===== src/sv/q8_block_dequantizer_assert.svh =====
// Assertion macros for the Q8_0 block dequantizer.
// Used by q8_block_dequantizer.sv; no other dependencies.
`ifndef Q8_BLOCK_DEQUANTIZER_ASSERT_SVH
`define Q8_BLOCK_DEQUANTIZER_ASSERT_SVH
// Implication checked on every clock edge outside reset.
`define Q8_ASSERT_IMP(lbl, ante, cons, msg) \
	lbl: assert property (@(posedge clk) disable iff (!arst_n) (ante) |-> (cons)) \
		else $error(msg);
// Next-cycle implication checked outside reset.
`define Q8_ASSERT_NEXT(lbl, ante, cons, msg) \
	lbl: assert property (@(posedge clk) disable iff (!arst_n) (ante) |=> (cons)) \
		else $error(msg);
`endif


===== src/sv/q8d_pkg.sv =====
// Package for the Q8_0 block dequantizer: widths and float constants.
// No dependencies.
package q8d_pkg;
	localparam int unsigned BLOCK_ELEMENTS = 32;
	localparam int unsigned POS_W = 6;
	localparam int unsigned IDX_W = 5;
	localparam logic [31:0] F32_INF = 32'h7f80_0000;
	localparam logic [31:0] F32_QNAN = 32'h7fc0_0000;
	localparam logic [31:0] F32_QBIT = 32'h0040_0000;
	typedef logic [31:0] f32_t;
endpackage


===== src/sv/q8_block_dequantizer.sv =====
// Q8_0 block dequantizer top level: byte stream in, float32 words out.
// Depends on q8d_pkg and q8_block_dequantizer_assert.svh.
//
// The block takes one byte word per cycle on the s_axis side unless an m_axis
// stall fills both registers. Every block is BLOCK_ELEMENTS + 2 bytes: a
// little-endian FP16 scale, then signed quants. Each quant yields one
// float32 word, scale * q, exact with no rounding, on m_axis along with its
// element index (tuser) and tlast on the last element. Scale bytes yield no
// word. A quant goes through the input register, then the result register.
// The input stage is refilled whenever the result register is empty or being
// drained, so back-to-back streaming runs without bubbles. NaN scales pass
// through widened and quieted, inf * 0 gives the default quiet NaN, and a
// zero product carries the xor of the operand signs.
`include "q8_block_dequantizer_assert.svh"
module q8_block_dequantizer (
	input  logic        clk,
	input  logic        arst_n,
	input  logic        s_axis_tvalid,
	output logic        s_axis_tready,
	input  logic [7:0]  s_axis_tdata,   // [7:0] block_byte
	output logic        m_axis_tvalid,
	input  logic        m_axis_tready,
	output logic [31:0] m_axis_tdata,   // [31:0] value_bits
	output logic [4:0]  m_axis_tuser,   // [4:0] element_index
	output logic        m_axis_tlast    // block_last
);
	import q8d_pkg::*;

	localparam logic [POS_W-1:0] LAST_POS = POS_W'(BLOCK_ELEMENTS + 1);

	// ---- byte position tracker and scale capture (input side)
	logic [POS_W-1:0] pos_q;
	logic [7:0]       scale_lo_q;
	logic [15:0]      scale_q;

	// ---- stage 1: one quant with the scale it belongs to
	logic             vld_s1;
	logic [7:0]       q_s1;
	logic [15:0]      h_s1;
	logic [IDX_W-1:0] idx_s1;
	logic             last_s1;

	// ---- stage 2: result word
	logic             vld_s2;
	f32_t             val_s2;
	logic [IDX_W-1:0] idx_s2;
	logic             last_s2;

	logic adv_s2, adv_s1, acc, is_quant;

	assign adv_s2 = !vld_s2 || m_axis_tready;
	assign adv_s1 = !vld_s1 || adv_s2;
	assign s_axis_tready = adv_s1;
	assign acc = s_axis_tvalid && s_axis_tready;
	assign is_quant = (pos_q > POS_W'(1)) && (pos_q <= LAST_POS);

	always_ff @(posedge clk or negedge arst_n) begin
		if (!arst_n) begin
			pos_q <= '0;
			scale_lo_q <= '0;
			scale_q <= '0;
		end else if (acc) begin
			// Treat any out-of-range position as the start of a block.
			if (pos_q == '0 || pos_q > LAST_POS) begin
				scale_lo_q <= s_axis_tdata;
				pos_q <= POS_W'(1);
			end else if (pos_q == POS_W'(1)) begin
				scale_q <= {s_axis_tdata, scale_lo_q};
				pos_q <= POS_W'(2);
			end else begin
				pos_q <= (pos_q == LAST_POS) ? '0 : pos_q + POS_W'(1);
			end
		end
	end

	always_ff @(posedge clk or negedge arst_n) begin
		if (!arst_n) begin
			vld_s1 <= 1'b0;
		end else if (adv_s1) begin
			vld_s1 <= acc && is_quant;
		end
	end

	always_ff @(posedge clk) begin
		if (adv_s1) begin
			q_s1 <= s_axis_tdata;
			h_s1 <= scale_q;
			idx_s1 <= IDX_W'(pos_q - POS_W'(2));
			last_s1 <= (pos_q == LAST_POS);
		end
	end

	// ---- float product: 11x7 multiply, then leading-one normalize
	logic        hs, qn;
	logic [4:0]  he;
	logic [9:0]  hm;
	logic [6:0]  qmag;
	logic [10:0] mant;
	logic [17:0] prod;
	logic [4:0]  lead;
	logic [7:0]  fexp;
	logic [22:0] frac;
	logic [40:0] shl;
	f32_t        res;

	always_comb begin
		hs = h_s1[15];
		he = h_s1[14:10];
		hm = h_s1[9:0];
		qn = q_s1[7];
		// |q| fits 8 bits only at -128; handle as 7-bit magnitude plus flag.
		qmag = qn ? 7'(~q_s1 + 8'd1) : q_s1[6:0];
		mant = (he == 5'd0) ? {1'b0, hm} : {1'b1, hm};
		prod = (qn && qmag == 7'd0) ? {mant, 7'd0} : 18'(mant * qmag);
		lead = '0;
		for (int i = 1; i < 18; i++) begin
			if (prod[i]) lead = 5'(i);
		end
		// exponent: lead + (he==0 ? -24 : he-25) + 127
		fexp = (he == 5'd0) ? 8'(lead + 8'd103) : 8'(lead + he + 8'd102);
		shl = 41'(prod) << (5'd23 - lead);
		frac = shl[22:0];
		if (he == 5'h1f) begin
			if (hm != '0) res = {hs, 31'(F32_INF)} | {9'd0, hm, 13'd0} | F32_QBIT;
			else if (q_s1 == '0) res = F32_QNAN;
			else res = {hs ^ qn, 31'(F32_INF)};
		end else if ((he == '0 && hm == '0) || q_s1 == '0) begin
			res = {hs ^ qn, 31'd0};
		end else begin
			res = {hs ^ qn, fexp, frac};
		end
	end

	always_ff @(posedge clk or negedge arst_n) begin
		if (!arst_n) begin
			vld_s2 <= 1'b0;
		end else if (adv_s2) begin
			vld_s2 <= vld_s1;
		end
	end

	always_ff @(posedge clk) begin
		if (adv_s2) begin
			val_s2 <= res;
			idx_s2 <= idx_s1;
			last_s2 <= last_s1;
		end
	end

	assign m_axis_tvalid = vld_s2;
	assign m_axis_tdata = val_s2;
	assign m_axis_tuser = idx_s2;
	assign m_axis_tlast = last_s2;

	`Q8_ASSERT_IMP(a_last_idx, vld_s2 && last_s2, idx_s2 == IDX_W'(BLOCK_ELEMENTS - 1),
		"tlast without final element index")
	`Q8_ASSERT_IMP(a_pos_range, 1'b1, pos_q <= LAST_POS, "byte position out of range")
	`Q8_ASSERT_NEXT(a_stall_hold, vld_s2 && !m_axis_tready, vld_s2 && $stable(val_s2),
		"result changed while stalled")
	`Q8_ASSERT_NEXT(a_scale_no_out, acc && pos_q < POS_W'(2), !vld_s1,
		"scale byte produced a result")
endmodule


===== config.mk =====
export PLATFORM = sky130hd
export DESIGN_NAME = q8_block_dequantizer
export DESIGN_NICKNAME = d
export VERILOG_FILES = /design/src/sv/q8d_pkg.sv /design/src/sv/q8_block_dequantizer.sv
export VERILOG_INCLUDE_DIRS = /design/src /design/src/sv
export SDC_FILE = /design/constraint.sdc
export NUM_CORES = 1
export LEC_CHECK = 0
export BUFFER_PORTS_ARGS = -buffer_cell sky130_fd_sc_hd__buf_4
export CAP_MARGIN = 20
export CORE_ASPECT_RATIO = 1.1
export CORE_MARGIN = 2
export CORE_UTILIZATION = 60
export DETAILED_ROUTE_END_ITERATION = 8
export PLACE_DENSITY = 0.9
export SLEW_MARGIN = 20
export SYNTH_ARGS = -nofsm -noshare
export SYNTH_HDL_FRONTEND = slang
export SYNTH_SLANG_ARGS = --single-unit

===== constraint.sdc =====
create_clock -name clk -period 25.9 [get_ports clk]
set_input_delay 0 -clock clk [delete_from_list [all_inputs] [get_ports clk]]
set_output_delay 0 -clock clk [all_outputs]
set_load 0.005 [all_outputs]

==> metrics.cfg, run 1 <==
[finish]
drive_gt1_frac=0.147
final_common_cell=nand2_1
multi_input_area_mm2=0.00515
area_growth_pct=9.96
nFillCells=1003
final_cell_mix=nand2_1 (89), inv_1 (76), edfxtp_1 (68), buf_4 (54), ha_1 (52)
diodes=0
seqCellArea_mm2=0.00284
nets=1014

[floorplan]
die_h_um=129
initial_core_util=0.615
ios=52
rows=45
dieArea_mm2=0.0151
core_region_area_mm2=0.0138
dieWidth_um=117

[route]
routed_wl_um=21600
wl_per_cell_um=19.7
first_pass_iters=6
avgViaCountPerCell=6.37
drt_iter0_drc=828
detail-route-antenna-nets=0
drc_errors=0
num_vias=6992

[global_routing]
globalRoute.totalOverflow=0
antenna_found_initial=0
grt_max_degree=40
grt_pass1_wl_um=34500
grt_pass1_vias=6973
track_usage=0.286

[synth]
synth_cells=870
ys.warnings.count=0
synth_xor_area_frac=0.0268
async_flop_share=0.320
synth_top_family_by_area=adder cells
synth_area_mm2=0.00848
synth_seq_cells=100
syn_avg_cell_area_um2=9.75
synth-adder-area-share=0.185
synth_mux_area_frac=0.0633
synth-seq-area-share=0.335
yosys.area_share.simple=0.158
synth_edf_count=68
syn_nets=980
synth_compound_area_frac=0.171
synth-main-ff-cell=edfxtp_1
ys_types=85

[critical_path]
max_stage_delay_ns=0.74
endpoint_kind=flip-flop
crit_slowest_cell=a41oi_2
critPathMaxFanout=19
crit_path_start_kind=flip-flop
cpMostUsedCell=inv_1
cp.required_ns=25.97
crit_arrival_ns=10.26
crit_type=flip-flop to flip-flop

[sta]
tns_ns=0
fin_skew_ns=0.00974
hold_viol_final=0
tightest_slew_ns=0.927
setup_viol=0
finalCritPeriodShare=0.393
final_max_slew_viol_count=0
fin_crit_ns=10.19
fmax_mhz=98.1
grt_setup_unrepaired=false
maxSlewHeadroom=0.379

[status]
status=finished clean

[clocking]
cts_resized=0
clock-root-buffer=clkbuf_16
cts_sinks=100
clkTransAtPathRegs_ns=0.07
clock_latency_ns=0.35
htreeDepth=3
cts_setup_buffers=0
ctsHoldBuffers=10
clk_path_buf_depth=2
cts_tree=yes
numCtsBuffers=9

[run]
maxCapViolCount=0

[place]
io_buffers=51
dpl.hpwl_um=15800
gp_congestion=0.956

[min_path]
min_path_type=input port to asynchronous set/reset pin

-- critical path, delay by kind of cell, from the launching register on --
kind / cells / cell delay (ns)
flip-flops: 1 / 0.61
AO/OA/AOI/OAI: 10 / 2.75
AND/OR/NAND/NOR: 6 / 2.16
adder cells (fa/ha/maj): 8 / 3.45
buffers and inverters: 6 / 0.56
XOR/XNOR: 2 / 0.35
-- stage by stage --
stage	hold WS, ns	instance area, µm²	setup WS (ns)	instances	utilization
after floorplan	-0.296	8480	17.08	870	-
after global placement	-0.0468	8930	16.23	1071	0.648
after detailed placement	-0.0476	8930	15.85	1071	0.648
after CTS	0.115	9330	15.82	1097	0.676
after global routing	0.166	9330	15.21	1097	0.676
final	0.125	9330	15.71	1097	0.676
-- area by class of cell --
| class | count | area share |
|---|---|---|
| clock buffers | 9 | 0.0241 |
| clock inverters | 7 | 0.00724 |
| inverters | 79 | 0.0323 |
| multi-input cells | 650 | 0.552 |
| flip-flops and latches | 100 | 0.305 |
| well taps | 188 | 0.0252 |
| repair buffers | 64 | 0.0542 |
-- cells in the mapped netlist (all sizes together) (8+ instances only) --
library cell / count / area, µm²
o22ai: 8 / 50.1
a211oi: 8 / 82.6
nor3: 18 / 95.1
nand2b: 9 / 56.3
mux2: 32 / 360
ha: 52 / 651
and2: 31 / 194
mux2i: 16 / 176
o211ai: 9 / 67.6
buf: 16 / 118
a21o: 10 / 75.1
nor2b: 10 / 62.6
clkbuf: 25 / 95.1
nor2: 46 / 180
xor2: 14 / 123
edfxtp: 68 / 2040
and3: 12 / 75.1
fa: 46 / 921
a21oi: 47 / 239
nand3: 21 / 105
xnor2: 12 / 105
dfrtp: 32 / 801
a31oi: 13 / 81.3
inv: 79 / 302
o21ai: 53 / 265
nand2: 90 / 345
-- state kept, by name, indices dropped and copies added, names as in the netlist --
signal and flops:
m_axis_tdata 32, h_s1 16, scale_q 16, q_s1 8, scale_lo_q 8, pos_q 6
idx_s1 5, m_axis_tuser 5, last_s1 1, m_axis_tlast 1, m_axis_tvalid 1, vld_s1 1
-- routing by layer --
| layer | track usage | part of all wire | up-vias |
|---|---|---|---|
| met5 | 0 | 0 | - |
| met2 | 0.495 | 0.49 | 375 |
| met1 | 0.339 | 0.38 | 3318 |
| met3 | 0.0536 | 0.075 | 122 |
| li1 | - | - | 3177 |
| met4 | 0.159 | 0.056 | 0 |
-- path summary, 6_finish.rpt --
check,from,to,slack [ns],depth (start not counted)
max,q_s1[0]$_DFFE_PN_,m_axis_tdata[28]$_SDFFCE_PP1P_,15.71,32
min,arst_n,scale_q[14]$_DFFE_PN0P_,0.13,2
max reg2reg,q_s1[0]$_DFFE_PN_,m_axis_tdata[28]$_SDFFCE_PP1P_,15.71,32
min reg2reg,idx_s1[2]$_DFFE_PN_,m_axis_tuser[2]$_DFFE_PP_,0.42,0
max in group asynchronous,arst_n,scale_q[15]$_DFFE_PN0P_,25.49,2
min in group clk,s_axis_tdata[7],q_s1[7]$_DFFE_PN_,0.39,2
-- cell families (layout without fill, tap and decap cells) --
| logic type | after synthesis | count (layout) |
|---|---|---|
| mux | 48 | 48 |
| flops | 100 | 100 |
| compound gates | 209 | 209 |
| simple gates | 269 | 269 |
| fa+ha+maj | 98 | 98 |
| xor+xnor | 26 | 26 |
| buf+inv | 120 | 159 |
Power of run 1 is left out: the tool's default activity adds up to more than one toggle a clock period on the data nets, which glitch-free logic cannot reach.
==> run 2: changes to the inputs <==
==> constraint.sdc (replaced) <==
create_clock -name clk -period 9.5 [get_ports clk]
set_input_delay 0 -clock clk [delete_from_list [all_inputs] [get_ports clk]]
set_output_delay 0 -clock clk [all_outputs]
set_load 0.005 [all_outputs]
==> run 2 against run 1 <==
Compared with the run above:
- utilization is 1.0 points higher
- clock skew barely moved
- routed wire length increased by 1.9%
- global-route usage rose by 1.0 points
- via count grew 1.7%
- critical endpoint unchanged
- register-to-register slack got worse by 15 ns
- sequential cell count unchanged
==> metrics.cfg, run 2 (synthesis results as in run 1) <==
[route]
wl_per_cell_um=19.9  ; +0.98%
drc_errors=0  ; unchanged
avgViaCountPerCell=6.42  ; +0.75%
drt_iter0_drc=753  ; -9.1%
first_pass_iters=5  ; -1
num_vias=7109  ; +1.7%
detail-route-antenna-nets=0  ; unchanged
routed_wl_um=22000  ; +1.9%

[sta]
final_max_slew_viol_count=0  ; unchanged
maxSlewHeadroom=0.354  ; -0.0257
finalCritPeriodShare=0.951  ; +0.557
setup_viol=0  ; unchanged
fmax_mhz=111  ; +13%
fin_skew_ns=0.00981  ; +0.0000689 ns
fin_crit_ns=9.03  ; -1.16 ns
hold_viol_final=0  ; unchanged
setup_slack_ns=0.470  ; -15.24 ns
tightest_slew_ns=0.966  ; +0.0390 ns

[clocking]
clock_latency_ns=0.36  ; about the same
htreeDepth=3  ; unchanged
clock-root-buffer=clkbuf_16
cts_tree=yes
clk_path_buf_depth=2  ; unchanged
cts_sinks=100  ; unchanged
numCtsBuffers=9  ; unchanged
clkTransAtPathRegs_ns=0.07  ; about the same

[finish]
seqCellArea_mm2=0.00284  ; unchanged
final_cell_mix=nand2_1 (89), inv_1 (76), edfxtp_1 (68), buf_4 (64), ha_1 (52)
final_common_cell=nand2_1
multi_input_area_mm2=0.00517  ; +0.44%
nFillCells=963  ; -4.0%
area_growth_pct=11.7
nets=1024  ; +0.99%
final_cells=1107  ; +0.91%
fin_util=0.687  ; +0.0104
diodes=0  ; unchanged
drive_gt1_frac=0.160  ; +0.0125
final_area_mm2=0.00947  ; +1.5%
largest_register_ffs=32  ; unchanged

[critical_path]
crit_buf_inv=8  ; +2
cpMostUsedCell=inv_1
crit_slowest_cell=fa_1
crit_path_start_kind=flip-flop
rr_worst_depth=33  ; +3.1%
crit-reg2reg-launch=q_s1[1]$_DFFE_PN_
crit_family=adder cells
reg2reg_setup_slack_ns=0.47  ; -15.24 ns
crit_arrival_ns=9.12  ; -1.14 ns
r2r-end=m_axis_tdata[28]$_SDFFCE_PP1P_
crit_type=flip-flop to flip-flop
critPathMaxFanout=23  ; +4
cp.required_ns=9.59  ; -16.38 ns
max_stage_delay_ns=0.53  ; -0.21 ns
endpoint_kind=flip-flop

[global_routing]
antenna_found_initial=0  ; unchanged
track_usage=0.296  ; +0.0104
grt_pass1_wl_um=35400  ; +2.8%
grt_max_degree=40  ; unchanged
grt_pass1_vias=6911  ; -0.89%
globalRoute.totalOverflow=0  ; unchanged

[floorplan]
rows=45  ; unchanged
ios=52  ; unchanged
dieArea_mm2=0.0151  ; unchanged
dieWidth_um=117  ; unchanged
initial_core_util=0.615  ; unchanged
core_region_area_mm2=0.0138  ; unchanged
die_h_um=129  ; unchanged

[place]
placed_cells=1076  ; +0.47%
dpl_cell_area_mm2=0.00897  ; +0.42%
preCtsSetupSlack_ns=0.307  ; -15.54 ns
gp_congestion=0.956  ; about the same
dpl.hpwl_um=15600  ; -1.3%
io_buffers=51  ; unchanged

[run]
maxCapViolCount=0  ; unchanged

[status]
status=finished clean

[min_path]
min_path_type=input port to asynchronous set/reset pin

==> run 2: what timing repair did <==
item                                    in CTS  in global routing
buffers inserted                             0                  5
gates resized for setup                      0                  4
hold buffers                                10                  0
endpoints found under the setup margin       0                  4
hold endpoints to repair                    57                  0
==> run 2: area by class of cell <==
type                            instances  area share
Tap cell                              188      0.0248
Clock buffer                           11      0.0279
Sequential cell                       100       0.300
Inverter                               79      0.0318
Clock inverter                          5     0.00793
Timing Repair Buffer                   74      0.0613
Multi-Input combinational cell        650       0.546
==> run 2: metal layers <==
layer,global-route usage,vias up,share of wire
met3,0.0567,99,0.085
li1,-,3195,-
met2,0.495,420,0.49
met4,0.167,0,0.052
met5,0,-,0
met1,0.366,3395,0.38
==> run 2: worst max path at each step <==
stage	start	endpoint	cells past startpoint
after floorplan	q_s1[0]$_DFFE_PN_	m_axis_tdata[28]$_SDFFCE_PP1P_	38
after global placement	q_s1[1]$_DFFE_PN_	m_axis_tdata[28]$_SDFFCE_PP1P_	35
after detailed placement	q_s1[1]$_DFFE_PN_	m_axis_tdata[28]$_SDFFCE_PP1P_	35
after CTS	q_s1[1]$_DFFE_PN_	m_axis_tdata[28]$_SDFFCE_PP1P_	35
after global routing	q_s1[1]$_DFFE_PN_	m_axis_tdata[28]$_SDFFCE_PP1P_	35
final	q_s1[1]$_DFFE_PN_	m_axis_tdata[28]$_SDFFCE_PP1P_	33
==> run 2: through the flow <==
step / setup TNS [ns] / hold WS (ns)
6_report: 0 / 0.106
5_1_grt: -0.0123 / 0.141
4_1_cts: 0 / 0.110
3_5_place_dp: 0 / -0.0488
3_3_place_gp: 0 / -0.0453
2_1_floorplan: 0 / -0.296
Power of run 2 is left out for the same reason.
==> run 3: changes to the inputs <==
--- a/config.mk
+++ b/config.mk
@@ -12,7 +12,7 @@
 export CORE_MARGIN = 2
 export CORE_UTILIZATION = 60
 export DETAILED_ROUTE_END_ITERATION = 8
-export PLACE_DENSITY = 0.9
+export PLACE_DENSITY = 0.8
 export SLEW_MARGIN = 20
 export SYNTH_ARGS = -nofsm -noshare
 export SYNTH_HDL_FRONTEND = slang
==> run 3 against run 2 <==
Compared with the run above:
- global-route usage down 1.3 points
- clock-buffer cell count shrank 2
- setup slack got worse by 0.086 ns
- cell count is 0.45% lower
- first-iteration DRC count fell by 16%
- maximum frequency is 0.94% lower
- final area decreased by 0.79%
- die area did not move
- sequential cell count unchanged
- critical endpoint is now m_axis_tdata[30]$_SDFFCE_PP1P_
- largest cell class unchanged
- highest routed layer unchanged
==> metrics.cfg, run 3 (synthesis results as in run 1) <==
[status]
status=finished clean

[finish]
final_common_cell=nand2_1
largest_register_ffs=32  ; unchanged
multi_input_area_mm2=0.00517  ; about the same
diodes=0  ; unchanged
final_cell_mix=nand2_1 (89), inv_1 (76), edfxtp_1 (68), buf_4 (59), ha_1 (52)
seqCellArea_mm2=0.00284  ; unchanged
nFillCells=1047  ; +8.7%
final_area_mm2=0.00940  ; -0.79%
nets=1019  ; -0.49%
area_growth_pct=10.8
drive_gt1_frac=0.155  ; -0.00460

[sta]
tightest_slew_ns=0.929  ; -0.0370 ns
final_max_slew_viol_count=0  ; unchanged
fmax_mhz=110  ; -0.94%
finalCritPeriodShare=0.960  ; +0.00906
setup_slack_ns=0.384  ; -0.0860 ns
fin_crit_ns=9.12  ; +0.0860 ns
hold_viol_final=0  ; unchanged
maxSlewHeadroom=0.378  ; +0.0248
fin_skew_ns=0.00835  ; -0.00146 ns
setup_viol=0  ; unchanged
grt_setup_unrepaired=false
tns_ns=0  ; unchanged

[global_routing]
track_usage=0.283  ; -0.0133
globalRoute.totalOverflow=0  ; unchanged
grt_pass1_wl_um=33700  ; -4.9%
antenna_found_initial=0  ; unchanged
grt_pass1_vias=6668  ; -3.5%
grt_max_degree=40  ; unchanged

[critical_path]
critPathMaxFanout=12  ; -48%
crit_slowest_cell=fa_1
cpMostUsedCell=inv_1
crit_buf_inv=8  ; unchanged
max_stage_delay_ns=0.53  ; about the same
crit_path_start_kind=flip-flop
crit_arrival_ns=9.20  ; +0.08 ns
crit_family=adder cells
cp.required_ns=9.59  ; about the same
endpoint_kind=flip-flop
crit_type=flip-flop to flip-flop

[clocking]
htreeDepth=3  ; unchanged
cts_tree=yes
clock-root-buffer=clkbuf_16
clkTransAtPathRegs_ns=0.08  ; about the same
clk_path_buf_depth=2  ; unchanged
cts_setup_buffers=0  ; unchanged
cts_sinks=100  ; unchanged
clock_latency_ns=0.35  ; about the same
numCtsBuffers=9  ; unchanged

[floorplan]
core_region_area_mm2=0.0138  ; unchanged
initial_core_util=0.615  ; unchanged
dieArea_mm2=0.0151  ; unchanged
dieWidth_um=117  ; unchanged
ios=52  ; unchanged
rows=45  ; unchanged
die_h_um=129  ; unchanged

[route]
routed_wl_um=20800  ; -5.4%
num_vias=6899  ; -3.0%
first_pass_iters=7  ; +2
wl_per_cell_um=18.9  ; -5.0%
avgViaCountPerCell=6.26  ; -2.5%
drt_iter0_drc=630  ; -16%
detail-route-antenna-nets=0  ; unchanged
drc_errors=0  ; unchanged

[run]
maxCapViolCount=0  ; unchanged

[place]
gp_congestion=0.977  ; +2.1%
io_buffers=51  ; unchanged
preCtsSetupSlack_ns=0.479  ; +0.172 ns
dpl.hpwl_um=15200  ; -2.7%
dpl_cell_area_mm2=0.00897  ; unchanged

[min_path]
min_path_type=input port to asynchronous set/reset pin

## run 3: cell types whose count changed in the layout (fill, tap and decap cells not counted), sizes merged
cell / previous run / this run
inv: 81 / 82
clkbuf: 11 / 9
buf: 64 / 59
bufinv: 1 / 0
clkinv: 2 / 4
## run 3: path summary, 6_finish.rpt
kind | endpoint | from | slack, ns | cells past startpoint
worst max-delay path | m_axis_tdata[30]$_SDFFCE_PP1P_ | q_s1[1]$_DFFE_PN_ | 0.38 | 34
worst min-delay path | pos_q[2]$_DFFE_PN0P_ | arst_n | 0.11 | 2
worst max register to register | m_axis_tdata[30]$_SDFFCE_PP1P_ | q_s1[1]$_DFFE_PN_ | 0.38 | 34
worst min register to register | m_axis_tlast$_DFFE_PP_ | last_s1$_DFFE_PN_ | 0.42 | 0
max in group asynchronous | scale_lo_q[0]$_DFFE_PN0P_ | arst_n | 9.10 | 2
min in group clk | vld_s1$_DFFE_PN0N_ | m_axis_tready | 0.35 | 4
## run 3: metrics by stage
step / utilization / hold WS, ns / cells
after global placement: 0.650 / -0.0444 / 1076
after floorplan: - / -0.296 / 870
after CTS: 0.680 / 0.112 / 1102
final: 0.681 / 0.106 / 1102
after detailed placement: 0.650 / -0.0446 / 1076
after global routing: 0.681 / 0.154 / 1102
## run 3: cell type report
cell class	count	share of cell area
Clock inverter	7	0.00839
Tap cell	188	0.0250
Inverter	79	0.0321
Multi-Input combinational cell	650	0.550
Timing Repair Buffer	69	0.0578
Sequential cell	100	0.303
Clock buffer	9	0.0240
## run 3: repair_timing
action / in CTS / in global routing
endpoints found under the hold margin: 57 / 0
hold buffers: 10 / 0
setup endpoints to repair: 0 / 1
resized for setup: 0 / 4
## run 3: per-layer routing
layer  share of wire  up-vias  GRT usage
met2            0.48      308      0.469
li1                -     3189          -
met5               0        -          0
met1            0.40     3314      0.359
met3           0.074       88     0.0510
met4           0.050        0      0.146
Power of run 3 is left out for the same reason.
